$ cat config.mk
export PLATFORM = sky130hd
export DESIGN_NAME = lcd_rect_fill_sequencer
export DESIGN_NICKNAME = d
export VERILOG_FILES = /design/src/sv/lrfs_pkg.sv /design/src/sv/lrfs_cfg_regs.sv /design/src/sv/lrfs_seq_core.sv /design/src/sv/lcd_rect_fill_sequencer.sv
export SDC_FILE = /design/constraint.sdc
export NUM_CORES = 1
export LEC_CHECK = 0
export BUFFER_PORTS_ARGS = -buffer_cell sky130_fd_sc_hd__buf_2
export CORE_MARGIN = 1
export CORE_UTILIZATION = 49
export CTS_CLUSTER_SIZE = 20
export DETAILED_ROUTE_END_ITERATION = 10
export GPL_TIMING_DRIVEN = 0
export PLACE_DENSITY = 0.72
export SETUP_SLACK_MARGIN = 0.3
export SYNTH_ARGS = -nofsm -noshare
export SYNTH_HDL_FRONTEND = slang
export SYNTH_SLANG_ARGS = --single-unit
$ cat constraint.sdc
create_clock -name clk -period 24.3 [get_ports clk]
set_input_delay 3.645 -clock clk [delete_from_list [all_inputs] [get_ports clk]]
set_output_delay 3.645 -clock clk [all_outputs]
set_load 0.01 [all_outputs]
$ cat src/sv/lrfs_pkg.sv
// Shared types and constants for the LCD rectangle fill sequencer.
// Holds the command and output word structs, configuration view and phase codes.
// Depends on nothing; every other file uses it by scoped names.
`default_nettype none

package lrfs_pkg;

  // Largest panel side used for clipping
  localparam logic [9:0] MAX_SIDE = 10'd512;

  // Panel command bytes
  localparam logic [7:0] CMD_COLUMN_SET = 8'h2A;
  localparam logic [7:0] CMD_ROW_SET    = 8'h2B;
  localparam logic [7:0] CMD_RAM_WRITE  = 8'h2C;

  // Operation codes of a command word
  localparam logic OP_START = 1'b0;
  localparam logic OP_TICK  = 1'b1;

  // Configuration register indexes
  localparam logic [1:0] REG_PANEL_WIDTH   = 2'd0;
  localparam logic [1:0] REG_PANEL_HEIGHT  = 2'd1;
  localparam logic [1:0] REG_COLUMN_OFFSET = 2'd2;
  localparam logic [1:0] REG_ROW_OFFSET    = 2'd3;

  typedef enum logic [3:0] {
    PH_IDLE   = 4'd0,
    PH_CASET  = 4'd1,
    PH_CBYTE0 = 4'd2,
    PH_CBYTE1 = 4'd3,
    PH_CBYTE2 = 4'd4,
    PH_CBYTE3 = 4'd5,
    PH_RASET  = 4'd6,
    PH_RBYTE0 = 4'd7,
    PH_RBYTE1 = 4'd8,
    PH_RBYTE2 = 4'd9,
    PH_RBYTE3 = 4'd10,
    PH_RAMWR  = 4'd11,
    PH_PIXEL  = 4'd12
  } phase_t;

  typedef struct packed {
    logic        operation;
    logic [8:0]  rect_x;
    logic [8:0]  rect_y;
    logic [9:0]  rect_w;
    logic [9:0]  rect_h;
    logic [15:0] fill_color;
  } cmd_t;

  typedef struct packed {
    logic [7:0] out_byte;
    logic       is_data;
    logic       last_byte;
  } lcd_t;

  // Configuration as seen by the sequencer, panel sides already saturated
  typedef struct packed {
    logic [9:0] panel_w;
    logic [9:0] panel_h;
    logic [7:0] col_off;
    logic [7:0] row_off;
  } cfg_t;

endpackage

`default_nettype wire

$ cat src/sv/lrfs_cfg_regs.sv
// Configuration register file of the LCD rectangle fill sequencer.
// Takes register writes and presents the saturated panel sides and offsets.
// Depends on lrfs_pkg.
`default_nettype none

module lrfs_cfg_regs (
  input  wire logic          clk,
  input  wire logic          rst,
  input  wire logic          wr_en,
  input  wire logic [1:0]    wr_index,
  input  wire logic [15:0]   wr_data,
  output lrfs_pkg::cfg_t     cfg
);

  logic [9:0] panel_width;
  logic [9:0] panel_height;
  logic [7:0] column_offset;
  logic [7:0] row_offset;

  // Write the addressed register
  always_ff @(posedge clk) begin
    if (rst) begin
      panel_width   <= 10'd100;
      panel_height  <= 10'd100;
      column_offset <= 8'd0;
      row_offset    <= 8'd0;
    end else if (wr_en) begin
      case (wr_index)
        lrfs_pkg::REG_PANEL_WIDTH:   panel_width   <= wr_data[9:0];
        lrfs_pkg::REG_PANEL_HEIGHT:  panel_height  <= wr_data[9:0];
        lrfs_pkg::REG_COLUMN_OFFSET: column_offset <= wr_data[7:0];
        lrfs_pkg::REG_ROW_OFFSET:    row_offset    <= wr_data[7:0];
        default: ;
      endcase
    end
  end

  // Saturate the panel sides for clipping
  always_comb begin
    cfg.panel_w = (panel_width > lrfs_pkg::MAX_SIDE) ? lrfs_pkg::MAX_SIDE : panel_width;
    cfg.panel_h = (panel_height > lrfs_pkg::MAX_SIDE) ? lrfs_pkg::MAX_SIDE : panel_height;
    cfg.col_off = column_offset;
    cfg.row_off = row_offset;
  end

endmodule

`default_nettype wire

$ cat src/sv/lrfs_seq_core.sv
// Sequencing core of the LCD rectangle fill sequencer.
// Latches clipped rectangles on start words and yields one panel byte per tick while a fill is in progress.
// Depends on lrfs_pkg.
`default_nettype none

module lrfs_seq_core (
  input  wire logic           clk,
  input  wire logic           rst,
  input  wire logic           fire,
  input  wire lrfs_pkg::cmd_t item,
  input  wire lrfs_pkg::cfg_t cfg,
  output logic                has_result,
  output lrfs_pkg::lcd_t      result
);

  lrfs_pkg::phase_t phase, phase_next;
  logic [9:0]  col_start, col_start_next;
  logic [9:0]  col_end, col_end_next;
  logic [9:0]  row_start, row_start_next;
  logic [9:0]  row_end, row_end_next;
  logic [15:0] held_color, held_color_next;
  logic [18:0] pixels_left, pixels_left_next;
  logic        low_half_next, low_half_next_next;

  // Start word arithmetic
  logic [10:0] x_plus_w, y_plus_h;
  logic [9:0]  w_clip, h_clip;
  logic [19:0] area;
  logic        start_ok;
  // Offset addresses
  logic [10:0] col_s_a, col_e_a, row_s_a, row_e_a;
  logic [18:0] pixels_dec;

  // Clip the rectangle to the panel
  always_comb begin
    x_plus_w = {2'b0, item.rect_x} + {1'b0, item.rect_w};
    y_plus_h = {2'b0, item.rect_y} + {1'b0, item.rect_h};
    w_clip   = (x_plus_w > {1'b0, cfg.panel_w}) ? (cfg.panel_w - {1'b0, item.rect_x})
                                                : item.rect_w;
    h_clip   = (y_plus_h > {1'b0, cfg.panel_h}) ? (cfg.panel_h - {1'b0, item.rect_y})
                                                : item.rect_h;
    area     = w_clip * h_clip;
    start_ok = ({1'b0, item.rect_x} < cfg.panel_w) && ({1'b0, item.rect_y} < cfg.panel_h);
    col_s_a  = {1'b0, col_start} + {3'b0, cfg.col_off};
    col_e_a  = {1'b0, col_end} + {3'b0, cfg.col_off};
    row_s_a  = {1'b0, row_start} + {3'b0, cfg.row_off};
    row_e_a  = {1'b0, row_end} + {3'b0, cfg.row_off};
    pixels_dec = (pixels_left != 19'd0) ? (pixels_left - 19'd1) : pixels_left;
  end

  // Next state and output byte
  always_comb begin
    phase_next         = phase;
    col_start_next     = col_start;
    col_end_next       = col_end;
    row_start_next     = row_start;
    row_end_next       = row_end;
    held_color_next    = held_color;
    pixels_left_next   = pixels_left;
    low_half_next_next = low_half_next;
    has_result         = 1'b0;
    result             = '0;

    if (fire && item.operation == lrfs_pkg::OP_START) begin
      // Latch the rectangle only when idle and inside the panel
      if (phase == lrfs_pkg::PH_IDLE && start_ok) begin
        col_start_next     = {1'b0, item.rect_x};
        col_end_next       = (w_clip != 10'd0) ? ({1'b0, item.rect_x} + w_clip - 10'd1)
                                               : {1'b0, item.rect_x};
        row_start_next     = {1'b0, item.rect_y};
        row_end_next       = (h_clip != 10'd0) ? ({1'b0, item.rect_y} + h_clip - 10'd1)
                                               : {1'b0, item.rect_y};
        held_color_next    = item.fill_color;
        pixels_left_next   = area[18:0];
        low_half_next_next = 1'b0;
        if (w_clip != 10'd0) begin
          phase_next = lrfs_pkg::PH_CASET;
        end else if (h_clip != 10'd0) begin
          phase_next = lrfs_pkg::PH_RASET;
        end else begin
          phase_next = lrfs_pkg::PH_RAMWR;
        end
      end
    end else if (fire) begin
      has_result = (phase != lrfs_pkg::PH_IDLE);
      case (phase)
        lrfs_pkg::PH_IDLE: ;
        lrfs_pkg::PH_CASET: begin
          result.out_byte = lrfs_pkg::CMD_COLUMN_SET;
          phase_next      = lrfs_pkg::PH_CBYTE0;
        end
        lrfs_pkg::PH_CBYTE0: begin
          result.out_byte = {5'b0, col_s_a[10:8]};
          result.is_data  = 1'b1;
          phase_next      = lrfs_pkg::PH_CBYTE1;
        end
        lrfs_pkg::PH_CBYTE1: begin
          result.out_byte = col_s_a[7:0];
          result.is_data  = 1'b1;
          phase_next      = lrfs_pkg::PH_CBYTE2;
        end
        lrfs_pkg::PH_CBYTE2: begin
          result.out_byte = {5'b0, col_e_a[10:8]};
          result.is_data  = 1'b1;
          phase_next      = lrfs_pkg::PH_CBYTE3;
        end
        lrfs_pkg::PH_CBYTE3: begin
          // Skip the row group when there is nothing to paint
          result.out_byte = col_e_a[7:0];
          result.is_data  = 1'b1;
          phase_next      = (pixels_left != 19'd0) ? lrfs_pkg::PH_RASET : lrfs_pkg::PH_RAMWR;
        end
        lrfs_pkg::PH_RASET: begin
          result.out_byte = lrfs_pkg::CMD_ROW_SET;
          phase_next      = lrfs_pkg::PH_RBYTE0;
        end
        lrfs_pkg::PH_RBYTE0: begin
          result.out_byte = {5'b0, row_s_a[10:8]};
          result.is_data  = 1'b1;
          phase_next      = lrfs_pkg::PH_RBYTE1;
        end
        lrfs_pkg::PH_RBYTE1: begin
          result.out_byte = row_s_a[7:0];
          result.is_data  = 1'b1;
          phase_next      = lrfs_pkg::PH_RBYTE2;
        end
        lrfs_pkg::PH_RBYTE2: begin
          result.out_byte = {5'b0, row_e_a[10:8]};
          result.is_data  = 1'b1;
          phase_next      = lrfs_pkg::PH_RBYTE3;
        end
        lrfs_pkg::PH_RBYTE3: begin
          result.out_byte = row_e_a[7:0];
          result.is_data  = 1'b1;
          phase_next      = lrfs_pkg::PH_RAMWR;
        end
        lrfs_pkg::PH_RAMWR: begin
          result.out_byte = lrfs_pkg::CMD_RAM_WRITE;
          if (pixels_left == 19'd0) begin
            result.last_byte = 1'b1;
            phase_next       = lrfs_pkg::PH_IDLE;
          end else begin
            phase_next         = lrfs_pkg::PH_PIXEL;
            low_half_next_next = 1'b0;
          end
        end
        lrfs_pkg::PH_PIXEL: begin
          // Send high byte then low byte, count the pixel on the low byte
          result.is_data = 1'b1;
          if (!low_half_next) begin
            result.out_byte    = held_color[15:8];
            low_half_next_next = 1'b1;
          end else begin
            result.out_byte    = held_color[7:0];
            low_half_next_next = 1'b0;
            pixels_left_next   = pixels_dec;
            if (pixels_dec == 19'd0) begin
              result.last_byte = 1'b1;
              phase_next       = lrfs_pkg::PH_IDLE;
            end
          end
        end
        default: begin
          // Unused codes return to idle without yielding a byte
          has_result = 1'b0;
          phase_next = lrfs_pkg::PH_IDLE;
        end
      endcase
    end
  end

  // Hold the sequencer state
  always_ff @(posedge clk) begin
    if (rst) begin
      phase <= lrfs_pkg::PH_IDLE;
    end else begin
      phase <= phase_next;
    end
  end

  always_ff @(posedge clk) begin
    if (rst) begin
      col_start     <= '0;
      col_end       <= '0;
      row_start     <= '0;
      row_end       <= '0;
      held_color    <= '0;
      pixels_left   <= '0;
      low_half_next <= 1'b0;
    end else begin
      col_start     <= col_start_next;
      col_end       <= col_end_next;
      row_start     <= row_start_next;
      row_end       <= row_end_next;
      held_color    <= held_color_next;
      pixels_left   <= pixels_left_next;
      low_half_next <= low_half_next_next;
    end
  end

endmodule

`default_nettype wire

$ cat src/sv/lcd_rect_fill_sequencer.sv
// LCD rectangle fill sequencer: one command word in, at most one panel byte out.
// Each tick word passes the input register, then the output register, before its byte
// appears on lcd. Throughput: one word per cycle while the output is not stalled.
// Output stall back-pressures the input register, which then raises cmd_stall.
// Synchronous reset puts the sequencer in idle with panel 100 x 100, offsets zero.
// Depends on lrfs_pkg, lrfs_cfg_regs and lrfs_seq_core.
`default_nettype none

module lcd_rect_fill_sequencer (
  input  wire logic           clk,
  input  wire logic           rst,
  // Command words
  input  wire logic           cmd_valid,
  output logic                cmd_stall,
  input  wire lrfs_pkg::cmd_t cmd,
  // Panel bytes
  output logic                lcd_valid,
  input  wire logic           lcd_stall,
  output lrfs_pkg::lcd_t      lcd,
  // Register writes
  input  wire logic           cfg_valid,
  output logic                cfg_ready,
  input  wire logic [1:0]     cfg_index,
  input  wire logic [15:0]    cfg_data
);

  logic           s1_valid;
  lrfs_pkg::cmd_t s1_item;
  logic           advance;
  logic           fire;
  logic           has_result;
  lrfs_pkg::lcd_t result;
  lrfs_pkg::cfg_t cfg;

  // Advance the input register whenever the output register can take a word
  assign advance   = !lcd_valid || !lcd_stall;
  assign cmd_stall = s1_valid && !advance;
  assign fire      = s1_valid && advance;
  assign cfg_ready = 1'b1;

  lrfs_cfg_regs u_cfg (
    .clk      (clk),
    .rst      (rst),
    .wr_en    (cfg_valid),
    .wr_index (cfg_index),
    .wr_data  (cfg_data),
    .cfg      (cfg)
  );

  lrfs_seq_core u_core (
    .clk        (clk),
    .rst        (rst),
    .fire       (fire),
    .item       (s1_item),
    .cfg        (cfg),
    .has_result (has_result),
    .result     (result)
  );

  // Input register
  always_ff @(posedge clk) begin
    if (rst) begin
      s1_valid <= 1'b0;
    end else if (!cmd_stall) begin
      s1_valid <= cmd_valid;
    end
  end

  always_ff @(posedge clk) begin
    if (!cmd_stall) begin
      s1_item <= cmd;
    end
  end

  // Output register
  always_ff @(posedge clk) begin
    if (rst) begin
      lcd_valid <= 1'b0;
    end else if (advance) begin
      lcd_valid <= fire && has_result;
    end
  end

  always_ff @(posedge clk) begin
    if (advance) begin
      lcd <= result;
    end
  end

endmodule

`default_nettype wire

==> results of run 1 <==
[layer usage]
layer	part of all wire	vias up	track usage
li1	-	6498	-
met1	0.43	6615	0.3659
met2	0.47	485	0.4604
met3	0.066	83	0.04700
met4	0.032	0	0.1041
met5	0	-	0
[cell usage after synthesis, drive strengths merged (4+ instances only)]
cell type / n / share of area
o21bai: 15 / 0.0073
and3: 5 / 0.0020
nand3: 36 / 0.012
a31oi: 12 / 0.0048
o31a: 5 / 0.0028
or4: 10 / 0.0051
inv: 172 / 0.042
xor2: 34 / 0.019
o41ai: 8 / 0.0045
or3: 14 / 0.0063
o21a: 13 / 0.0063
nand3b: 5 / 0.0024
a221oi: 5 / 0.0028
fa: 71 / 0.092
xnor2: 52 / 0.029
a21o: 27 / 0.013
mux2i: 79 / 0.051
dfxtp: 116 / 0.15
nand2: 162 / 0.039
o211ai: 5 / 0.0024
clkbuf: 61 / 0.015
a211o: 4 / 0.0023
nand2b: 19 / 0.0077
nor2: 205 / 0.050
o21ai: 89 / 0.029
o221ai: 5 / 0.0028
nor4: 18 / 0.0077
buf: 6 / 0.0023
ha: 178 / 0.14
edfxtp: 65 / 0.13
mux2: 5 / 0.0039
nor3: 29 / 0.0094
or2: 21 / 0.0085
nand4: 13 / 0.0052
a211oi: 22 / 0.011
nor2b: 17 / 0.0069
o22ai: 11 / 0.0044
and2: 6 / 0.0024
o2111ai: 4 / 0.0023
o31ai: 4 / 0.0019
a21oi: 124 / 0.040
a22oi: 8 / 0.0039
[worst min-delay path by stage]
| stage | from | to | slack [ns] |
|---|---|---|---|
| finish | u_core.col_end[2] | u_core.col_end[2] | 0.48 |
| floorplan | u_core.col_end[0] | u_core.col_end[0] | 0.44 |
| global route | u_core.col_end[2] | u_core.col_end[2] | 0.50 |
| CTS | u_core.col_end[2] | u_core.col_end[2] | 0.48 |
| detailed placement | u_core.col_end[2] | u_core.col_end[2] | 0.47 |
| global placement | u_core.col_end[2] | u_core.col_end[2] | 0.46 |
[area by class of cell]
class	instances	share of cell area
buffer	67	0.01544
sequential	181	0.2499
clock inverter	15	0.01310
clock buffer	17	0.02487
inverter	174	0.03819
timing repair buffer	82	0.02487
tap	396	0.02897
multi-input combinational	1379	0.6047
[worst reg2reg max path: cells and delay by family, from the launching register on]
| family | cells | cell delay (ns) |
|---|---|---|
| and+or+nand+nor | 4 | 0.67 |
| adders and majority gates | 8 | 3.59 |
| xor gates and xnor gates | 1 | 0.10 |
| buffers and inverters | 4 | 0.51 |
| DFF | 1 | 0.58 |
| AOI/OAI and AO/OA | 20 | 4.84 |
[cell families after synthesis]
| kind of cell | Yosys count | synth area share |
|---|---|---|
| XOR/XNOR | 86 | 0.04853 |
| AND/OR/NAND/NOR | 569 | 0.1687 |
| adder cells (fa/ha/maj) | 249 | 0.2351 |
| flip-flops | 181 | 0.2754 |
| multiplexers | 84 | 0.05482 |
| buffers and inverters | 241 | 0.05909 |
| other | 1 | 0.0002416 |
| AO/OA/AOI/OAI | 390 | 0.1581 |
[per-stage QoR]
| stage | utilization | instances | hold slack, ns | setup slack, ns | area [um2] |
|---|---|---|---|---|---|
| 2_1_floorplan | - | 1801 | 0.4356 | 15.21 | 15520 |
| 3_3_place_gp | 0.5313 | 2278 | 0.4626 | 14.27 | 16420 |
| 3_5_place_dp | 0.5323 | 2279 | 0.4651 | 14.13 | 16450 |
| 4_1_cts | 0.5533 | 2311 | 0.4794 | 14.06 | 17100 |
| 5_1_grt | 0.5533 | 2311 | 0.5034 | 13.37 | 17100 |
| 6_report | 0.5533 | 2311 | 0.4790 | 13.95 | 17100 |
[state kept, by name, indices dropped and copies added, names as in the netlist]
| name | count |
|---|---|
| u_core.phase | 4 |
| u_core.held_color | 16 |
| s1_valid | 1 |
| lcd | 10 |
| u_core.pixels_left | 19 |
| u_core.row_start | 9 |
| u_core.low_half_next | 1 |
| u_cfg.panel_width | 10 |
| u_cfg.row_offset | 8 |
| u_core.col_end | 10 |
| u_core.row_end | 10 |
| u_core.col_start | 9 |
| lcd_valid | 1 |
| u_cfg.column_offset | 8 |
| u_cfg.panel_height | 10 |
| s1_item | 55 |
==> results.md, run 1 <==
* Max Fclk at 0.09659 GHz
* Mapped Area at 15,520 um2
* Initial Util at 0.5021
* Num rows at 64
* Clock Sinks at 181
* Post-synth EDFFs at 65
* Post-synthesis register bit count at 181
* Clk slew on worst S/H paths at 0.09 ns
* Syn Area/Cell at 8.617 um2
* Core area at 30,910 um2
* Die width at 180.0 um
* I/O Buffers at 81
* Fillers at 2,867
* Status: finished with violations
* Clock skew at 0.01551 ns
* Post-CTS Hold Fix Bufs at 0
* Crit path top cell by count: a21oi_1
* Drt via density at 5.920
* Final period utilization at 0.4261
* GPL Wtd Cong at 0.9472
* # setup viols final at 0
* Post-cts repair resize count at 0
* Synth cell types at 75
* Nets at ~2,200
* Number of cells on the critical path at 37
* CTS Buf Count at 17
* Worst Path Max Fanout at 10
* GRT Util Overall at 0.2790
* Critical Path Sink: u_core.pixels_left[18]
* Clock buffer depth at 2
* Total Neg Setup Slack at 0 ns
* Minimum clock period at approximately 10 ns
* Detailed Place HPWL at around 36 mm
* WL per Instance at 19.51 um
* Layout area overhead at 10.20%
* CP top delay family: compound AO/OA/AOI/OAI gates
* Gate Count Post-Synth at between 1,500 and 2,000
* Worst-margin pin slew at ~1.4 ns
* Grt ovf at 0
* Reg2Reg Capture Point: u_core.pixels_left[18]
* Post-synthesis sequential area ratio at 0.2754
* H-tree levels at 4
* Startpoint Class: flip-flop
* Critical path class: flip-flop to flip-flop
* Top Ports at 91
* FF-to-FF setup slack at 13.95 ns
* Main flop type after synthesis: dfxtp_1
* Most frequent cells in the layout: 205 x nor2_1, 178 x ha_1, 172 x inv_1, 162 x nand2_1, 124 x a21oi_1
* Initial antenna violation count at 0
* Postcts setup bufs at 0
* Syn nets at 2,128
* Post-Route WL at 45.09 mm
* Vias in the first global route at about 13,000
* Drt pass-1 iters at 9
* Multi-input logic area at 10,340 um2
* Worst Hold Class: flip-flop to flip-flop
* Violations in the final reports: DRC
* Chip Height at 180.0 um
* Crit path buf inv count at 4
* Number of max-cap violations at 0
* Detailed-route DRC error count at 1
* CTS tree: built
* RSZ-0062 raised after global routing: false
* Most common cell after layout, fill and taps aside: nor2_1
* 1st-iter DRT viols at 1,152
* Worst hold path cell count at 2
* Final hold violations at 0
* Max_slew headroom at 0.08852
* Delay of the slowest critical-path stage at around 0.81 ns
* R2R cell count at 37
* Pin count of the biggest net entering global routing at 37
* CP max-delay cell: a21oi_1
* Warnings from Yosys at 0
* First-pass GRT wire length at 70.26 mm
* FFs w/ async S/R, synth at 0
* Reg2reg start: s1_item[37]
* Critical path arrival at 10.75 ns
* Share of cells above drive strength 1 at 0.07990
* Worst setup path startpoint: s1_item[37]
* Vias at roughly 14,000
* Root Buffer: clkbuf_16
* ANT cells at 0
* Antenna-violating nets left at 0
* Critical path endpoint category: flip-flop
* Worst-Skew Late Latency at about 0.47 ns
* Die area at 32,390 um2
* Sequential cell area at 4274 um2
* Final Max Slew Viols at 0
* WP data required at 24.70 ns
Power of run 1 is left out: the tool's default activity adds up to more than one toggle a clock period on the data nets, which glitch-free logic cannot reach.
==> inputs of run 2 (changes only) <==
- clock period: 24.3 -> 9.7 ns (I/O delays scaled with it)
==> results.md, run 2 (same netlist as run 1, synthesis figures left out) <==
* Final Max Slew Viols at 0 (unchanged)
* Drt pass-1 iters at 8 (was 9)
* GPL Wtd Cong at 0.9472 (unchanged)
* Status: finished with violations (unchanged)
* Violations in the final reports: DRC (unchanged)
* Total Neg Setup Slack at 0 ns (unchanged)
* Most common cell after layout, fill and taps aside: nor2_1 (unchanged)
* Core area at 30,910 um2 (unchanged)
* Worst-margin pin slew at 1.361 ns (was 1.364 ns)
* Critical path arrival at 9.43 ns (was 10.75 ns)
* H-tree levels at 4 (unchanged)
* Vias in the first global route at 13,323 (was 13,238)
* Root Buffer: clkbuf_16 (unchanged)
* Clock Sinks at 181 (unchanged)
* Share of cells above drive strength 1 at 0.1088 (was 0.07990)
* Minimum clock period at 9.100 ns (was 10.35 ns)
* Top Ports at 91 (unchanged)
* Critical path class: flip-flop to flip-flop (unchanged)
* Worst Path Max Fanout at 10 (unchanged)
* Vias at 13,812 (was 13,681)
* Detailed-route DRC error count at 1 (unchanged)
* Detailed Place HPWL at 35.86 mm (unchanged)
* Dpl cell area at 16,450 um2 (unchanged)
* Startpoint Class: flip-flop (unchanged)
* Worst-Skew Late Latency at 0.47 ns (about the same)
* Grt ovf at 0 (unchanged)
* Post-Route WL at 45.85 mm (was 45.09 mm)
* Most frequent cells in the layout: 205 x nor2_1, 178 x ha_1, 170 x inv_1, 160 x nand2_1, 116 x dfxtp_1 (was 205 x nor2_1, 178 x ha_1, 172 x inv_1, 162 x nand2_1, 124 x a21oi_1)
* Antenna-violating nets left at 0 (unchanged)
* Num rows at 64 (unchanged)
* # setup viols final at 0 (unchanged)
* 1st-iter DRT viols at 1,070 (was 1,152)
* WP data required at 10.03 ns (was 24.70 ns)
* Chip Height at 180.0 um (unchanged)
* GRT Util Overall at 0.2801 (was 0.2790)
* Clk slew on worst S/H paths at 0.09 ns (about the same)
* Crit path top cell by count: fa_1 (was a21oi_1)
* Design area at 17,430 um2 (was 17,100 um2)
* Pin count of the biggest net entering global routing at 37 (unchanged)
* Initial antenna violation count at 0 (unchanged)
* I/O Buffers at 81 (unchanged)
* Initial Util at 0.5021 (unchanged)
* CTS tree: built (unchanged)
* Clock skew at 0.01544 ns (was 0.01551 ns)
* Top Registers: s1_item: 55 flops, u_core.pixels_left: 19 flops, u_core.held_color: 16 flops (unchanged)
* Drt via density at 5.936 (was 5.920)
* Number of max-cap violations at 0 (unchanged)
* WL per Instance at 19.70 um (was 19.51 um)
* Critical path endpoint category: flip-flop (unchanged)
* Clock buffer depth at 2 (unchanged)
* Delay of the slowest critical-path stage at 0.54 ns (was 0.81 ns)
* Layout area overhead at 12.32% (was 10.20%)
* Max_slew headroom at 0.09060 (was 0.08852)
* Die width at 180.0 um (unchanged)
* Fillers at 2,830 (was 2,867)
* First-pass GRT wire length at 70.50 mm (was 70.26 mm)
* Max Fclk at 0.1099 GHz (was 0.09659 GHz)
* Worst Hold Class: flip-flop to flip-flop (unchanged)
* ANT cells at 0 (unchanged)
* Final period utilization at 0.9381 (was 0.4261)
* CTS Buf Count at 17 (unchanged)
* Die area at 32,390 um2 (unchanged)
* Post-CTS Hold Fix Bufs at 0 (unchanged)
* RSZ-0062 raised after global routing: false (unchanged)
* Max FFs per register at 55 (unchanged)
* Top reg by flops: s1_item (unchanged)
* CP max-delay cell: fa_1 (was a21oi_1)
* Nets at 2,245 (was 2,229)
* Final hold violations at 0 (unchanged)
## run 2: final cells by class
| cell class | instances | area [um2] | share of cell area |
|---|---|---|---|
| multi-input cells | 1379 | 10510 | 0.6031 |
| flip-flops and latches | 181 | 4274 | 0.2452 |
| inverters | 174 | 660.6 | 0.03790 |
| repair buffers | 98 | 545.5 | 0.03129 |
| well taps | 396 | 495.5 | 0.02842 |
| clock buffers | 17 | 425.4 | 0.02440 |
| plain buffers | 67 | 294.0 | 0.01687 |
| clock inverters | 15 | 224.0 | 0.01285 |
## run 2: path summary, 6_finish.rpt
path | slack [ns] | endpoint | from | cells after the start
worst max-delay path | 0.60 | u_core.pixels_left[16] | s1_item[36] | 36
worst min-delay path | 0.48 | u_core.col_end[2] | u_core.col_end[2] | 2
worst max register to register | 0.60 | u_core.pixels_left[16] | s1_item[36] | 36
worst min register to register | 0.48 | u_core.col_end[2] | u_core.col_end[2] | 2
## run 2: critical path: cells and delay by family (launching register included)
family                   cells  cell delay [ns]
AO/OA/AOI/OAI               14             3.21
flip-flops                   1             0.48
XOR/XNOR                     2             0.35
adder cells (fa/ha/maj)      9             3.83
buffers and inverters        4             0.37
AND/OR/NAND/NOR              7             0.69
## run 2: routing by layer
metal | up-vias | part of all wire | global-route usage
li1 | 6534 | - | -
met1 | 6713 | 0.44 | 0.3664
met2 | 476 | 0.47 | 0.4612
met3 | 89 | 0.063 | 0.04700
met4 | 0 | 0.035 | 0.1100
met5 | - | 0 | 0
## run 2: what timing repair did
action                                  4_1_cts  5_1_grt
endpoints found under the setup margin        7        6
buffers inserted                              6       10
gates resized for setup                      25       40
pin swaps                                     0        2
## run 2: through the flow
step                cells  setup slack, ns  utilization  hold slack (ns)
finish               2327           0.6001       0.5640           0.4810
global route         2327           0.2331       0.5640           0.5034
CTS                  2317           0.3098       0.5569           0.4794
detailed placement   2279          -0.4673       0.5323           0.4651
global placement     2278          -0.3284       0.5313           0.4626
floorplan            1801           0.9358            -           0.4356
Power of run 2 is left out for the same reason.
==> inputs of run 3 (changes only) <==
- CORE_UTILIZATION: 49 -> 50
- PLACE_DENSITY: 0.72 -> 0.74
- clock period: 9.7 -> 11.1 ns (I/O delays scaled with it)
==> results.md, run 3 (same netlist as run 1, synthesis figures left out) <==
* GPL Wtd Cong at 0.9614 (was 0.9472)
* Drt via density at 5.956 (was 5.936)
* Layout area overhead at 10.02% (was 12.32%)
* Vias at 13,759 (was 13,812)
* Antenna-violating nets left at 0 (unchanged)
* Crit path buf inv count at 4 (unchanged)
* Critical path endpoint category: flip-flop (unchanged)
* Initial Util at 0.5074 (was 0.5021)
* Die area at 31,750 um2 (was 32,390 um2)
* Reg2reg start: s1_item[37] (was s1_item[36])
* Worst Path Max Fanout at 10 (unchanged)
* Top Ports at 91 (unchanged)
* Detailed Place HPWL at 35.50 mm (was 35.86 mm)
* Clock Sinks at 181 (unchanged)
* # setup viols final at 0 (unchanged)
* Most common cell after layout, fill and taps aside: nor2_1 (unchanged)
* ANT cells at 0 (unchanged)
* Pin count of the biggest net entering global routing at 57 (was 37)
* Crit path top cell by count: a21oi_1 (was fa_1)
* Post-CTS Hold Fix Bufs at 0 (unchanged)
* 1st-iter DRT viols at 1,068 (was 1,070)
* Initial antenna violation count at 0 (unchanged)
* Startpoint Class: flip-flop (unchanged)
* Critical path class: flip-flop to flip-flop (unchanged)
* Nets at 2,228 (was 2,245)
* Share of cells above drive strength 1 at 0.08046 (was 0.1088)
* Die width at 178.2 um (was 180.0 um)
* Worst setup path startpoint: s1_item[37] (was s1_item[36])
* WL per Instance at 19.43 um (was 19.70 um)
* Num rows at 64 (unchanged)
* First-pass GRT wire length at 69.33 mm (was 70.50 mm)
* Root Buffer: clkbuf_16 (unchanged)
* Max FFs per register at 55 (unchanged)
* Total Neg Setup Slack at 0 ns (unchanged)
* CP top delay family: compound AO/OA/AOI/OAI gates (was adder cells)
* Worst-margin pin slew at 1.270 ns (was 1.361 ns)
* Worst hold path startpoint: u_cfg.panel_height[7] (was u_core.col_end[2])
* Final Max Slew Viols at 0 (unchanged)
* Final period utilization at 0.9151 (was 0.9381)
* Max_slew headroom at 0.1514 (was 0.09060)
* Final hold violations at 0 (unchanged)
* I/O Buffers at 81 (unchanged)
* Clock skew at 0.01627 ns (was 0.01544 ns)
* Top Registers: s1_item: 55 flops, u_core.pixels_left: 19 flops, u_core.held_color: 16 flops (unchanged)
* Number of max-cap violations at 0 (unchanged)
* H-tree levels at 4 (unchanged)
* CTS Buf Count at 17 (unchanged)
* Clock buffer depth at 2 (unchanged)
* Vias in the first global route at 13,209 (was 13,323)
* CTS tree: built (unchanged)
* Fillers at 2,854 (was 2,830)
* Most frequent cells in the layout: 205 x nor2_1, 178 x ha_1, 172 x inv_1, 162 x nand2_1, 123 x a21oi_1 (was 205 x nor2_1, 178 x ha_1, 170 x inv_1, 160 x nand2_1, 116 x dfxtp_1)
* Drt pass-1 iters at 5 (was 8)
* RSZ-0062 raised after global routing: false (unchanged)
* Minimum clock period at 10.16 ns (was 9.100 ns)
* Critical path arrival at 10.48 ns (was 9.43 ns)
* Status: completed (was finished with violations)
* Post-cts repair resize count at 0 (was 25)
* Delay of the slowest critical-path stage at 0.89 ns (was 0.54 ns)
* Chip Height at 178.2 um (was 180.0 um)
* WP data required at 11.42 ns (was 10.03 ns)
* Post-Route WL at 44.88 mm (was 45.85 mm)
* Worst Hold Class: flip-flop to flip-flop (unchanged)
* GRT Util Overall at 0.2869 (was 0.2801)
* Grt ovf at 0 (unchanged)
* Worst-Skew Late Latency at 0.47 ns (about the same)
* Postcts setup bufs at 0 (was 6)
* Core area at 30,590 um2 (was 30,910 um2)
* Detailed-route DRC error count at 0 (was 1)
* Clk slew on worst S/H paths at 0.08 ns (was 0.09 ns)
* Max Fclk at 0.09845 GHz (was 0.1099 GHz)
* Sequential cell area at 4274 um2 (unchanged)
* Top reg by flops: s1_item (unchanged)
* Multi-input logic area at 10,350 um2 (was 10,510 um2)
* CP max-delay cell: o21ai_1 (was fa_1)
run 3: cell types whose count changed in the layout (fill, tap and decap cells not counted), sizes merged:
cell / change
clkbuf: +4
clkinv: +3
buf: -21
clkinvlp: -2
inv: -1
run 3: area by class of cell:
type,count,share of cell area
Buffer,67,0.01553
Clock inverter,15,0.01194
Sequential cell,181,0.2503
Timing Repair Buffer,81,0.02374
Multi-Input combinational cell,1379,0.6063
Clock buffer,17,0.02491
Inverter,174,0.03825
Tap cell,396,0.02902
run 3: final timing paths:
check / end / slack, ns / cells after the start
worst min register to register: u_cfg.panel_height[7] / 0.48 / 2
worst max-delay path: u_core.pixels_left[16] / 0.94 / 37
worst min-delay path: u_cfg.panel_height[7] / 0.48 / 2
worst max register to register: u_core.pixels_left[16] / 0.94 / 37
run 3: worst min-delay path: cells and delay by family, from the launching register on:
kind / cells / cell delay, ns
compound gates: 1 / 0.05
simple gates: 1 / 0.06
flops: 1 / 0.33
run 3: per-stage QoR:
step / worst slack, ns / cell area, um2 / hold WS [ns] / utilization / cells
after floorplan: 2.336 / 15520 / 0.4356 / - / 1801
after global placement: 1.115 / 16420 / 0.4634 / 0.5368 / 2278
after detailed placement: 0.9927 / 16440 / 0.4675 / 0.5375 / 2278
after CTS: 0.9586 / 17070 / 0.4785 / 0.5580 / 2310
after global routing: 0.3397 / 17080 / 0.5055 / 0.5582 / 2310
final: 0.9423 / 17080 / 0.4787 / 0.5582 / 2310
run 3: per-layer routing:
metal  track usage  vias up  wire (um)
li1              -     6489          -
met1        0.3790     6674      19580
met2        0.4745      505      21160
met3       0.03730       91       2633
met4        0.1141        0       1501
met5             0        -          0
Power of run 3 is left out for the same reason.
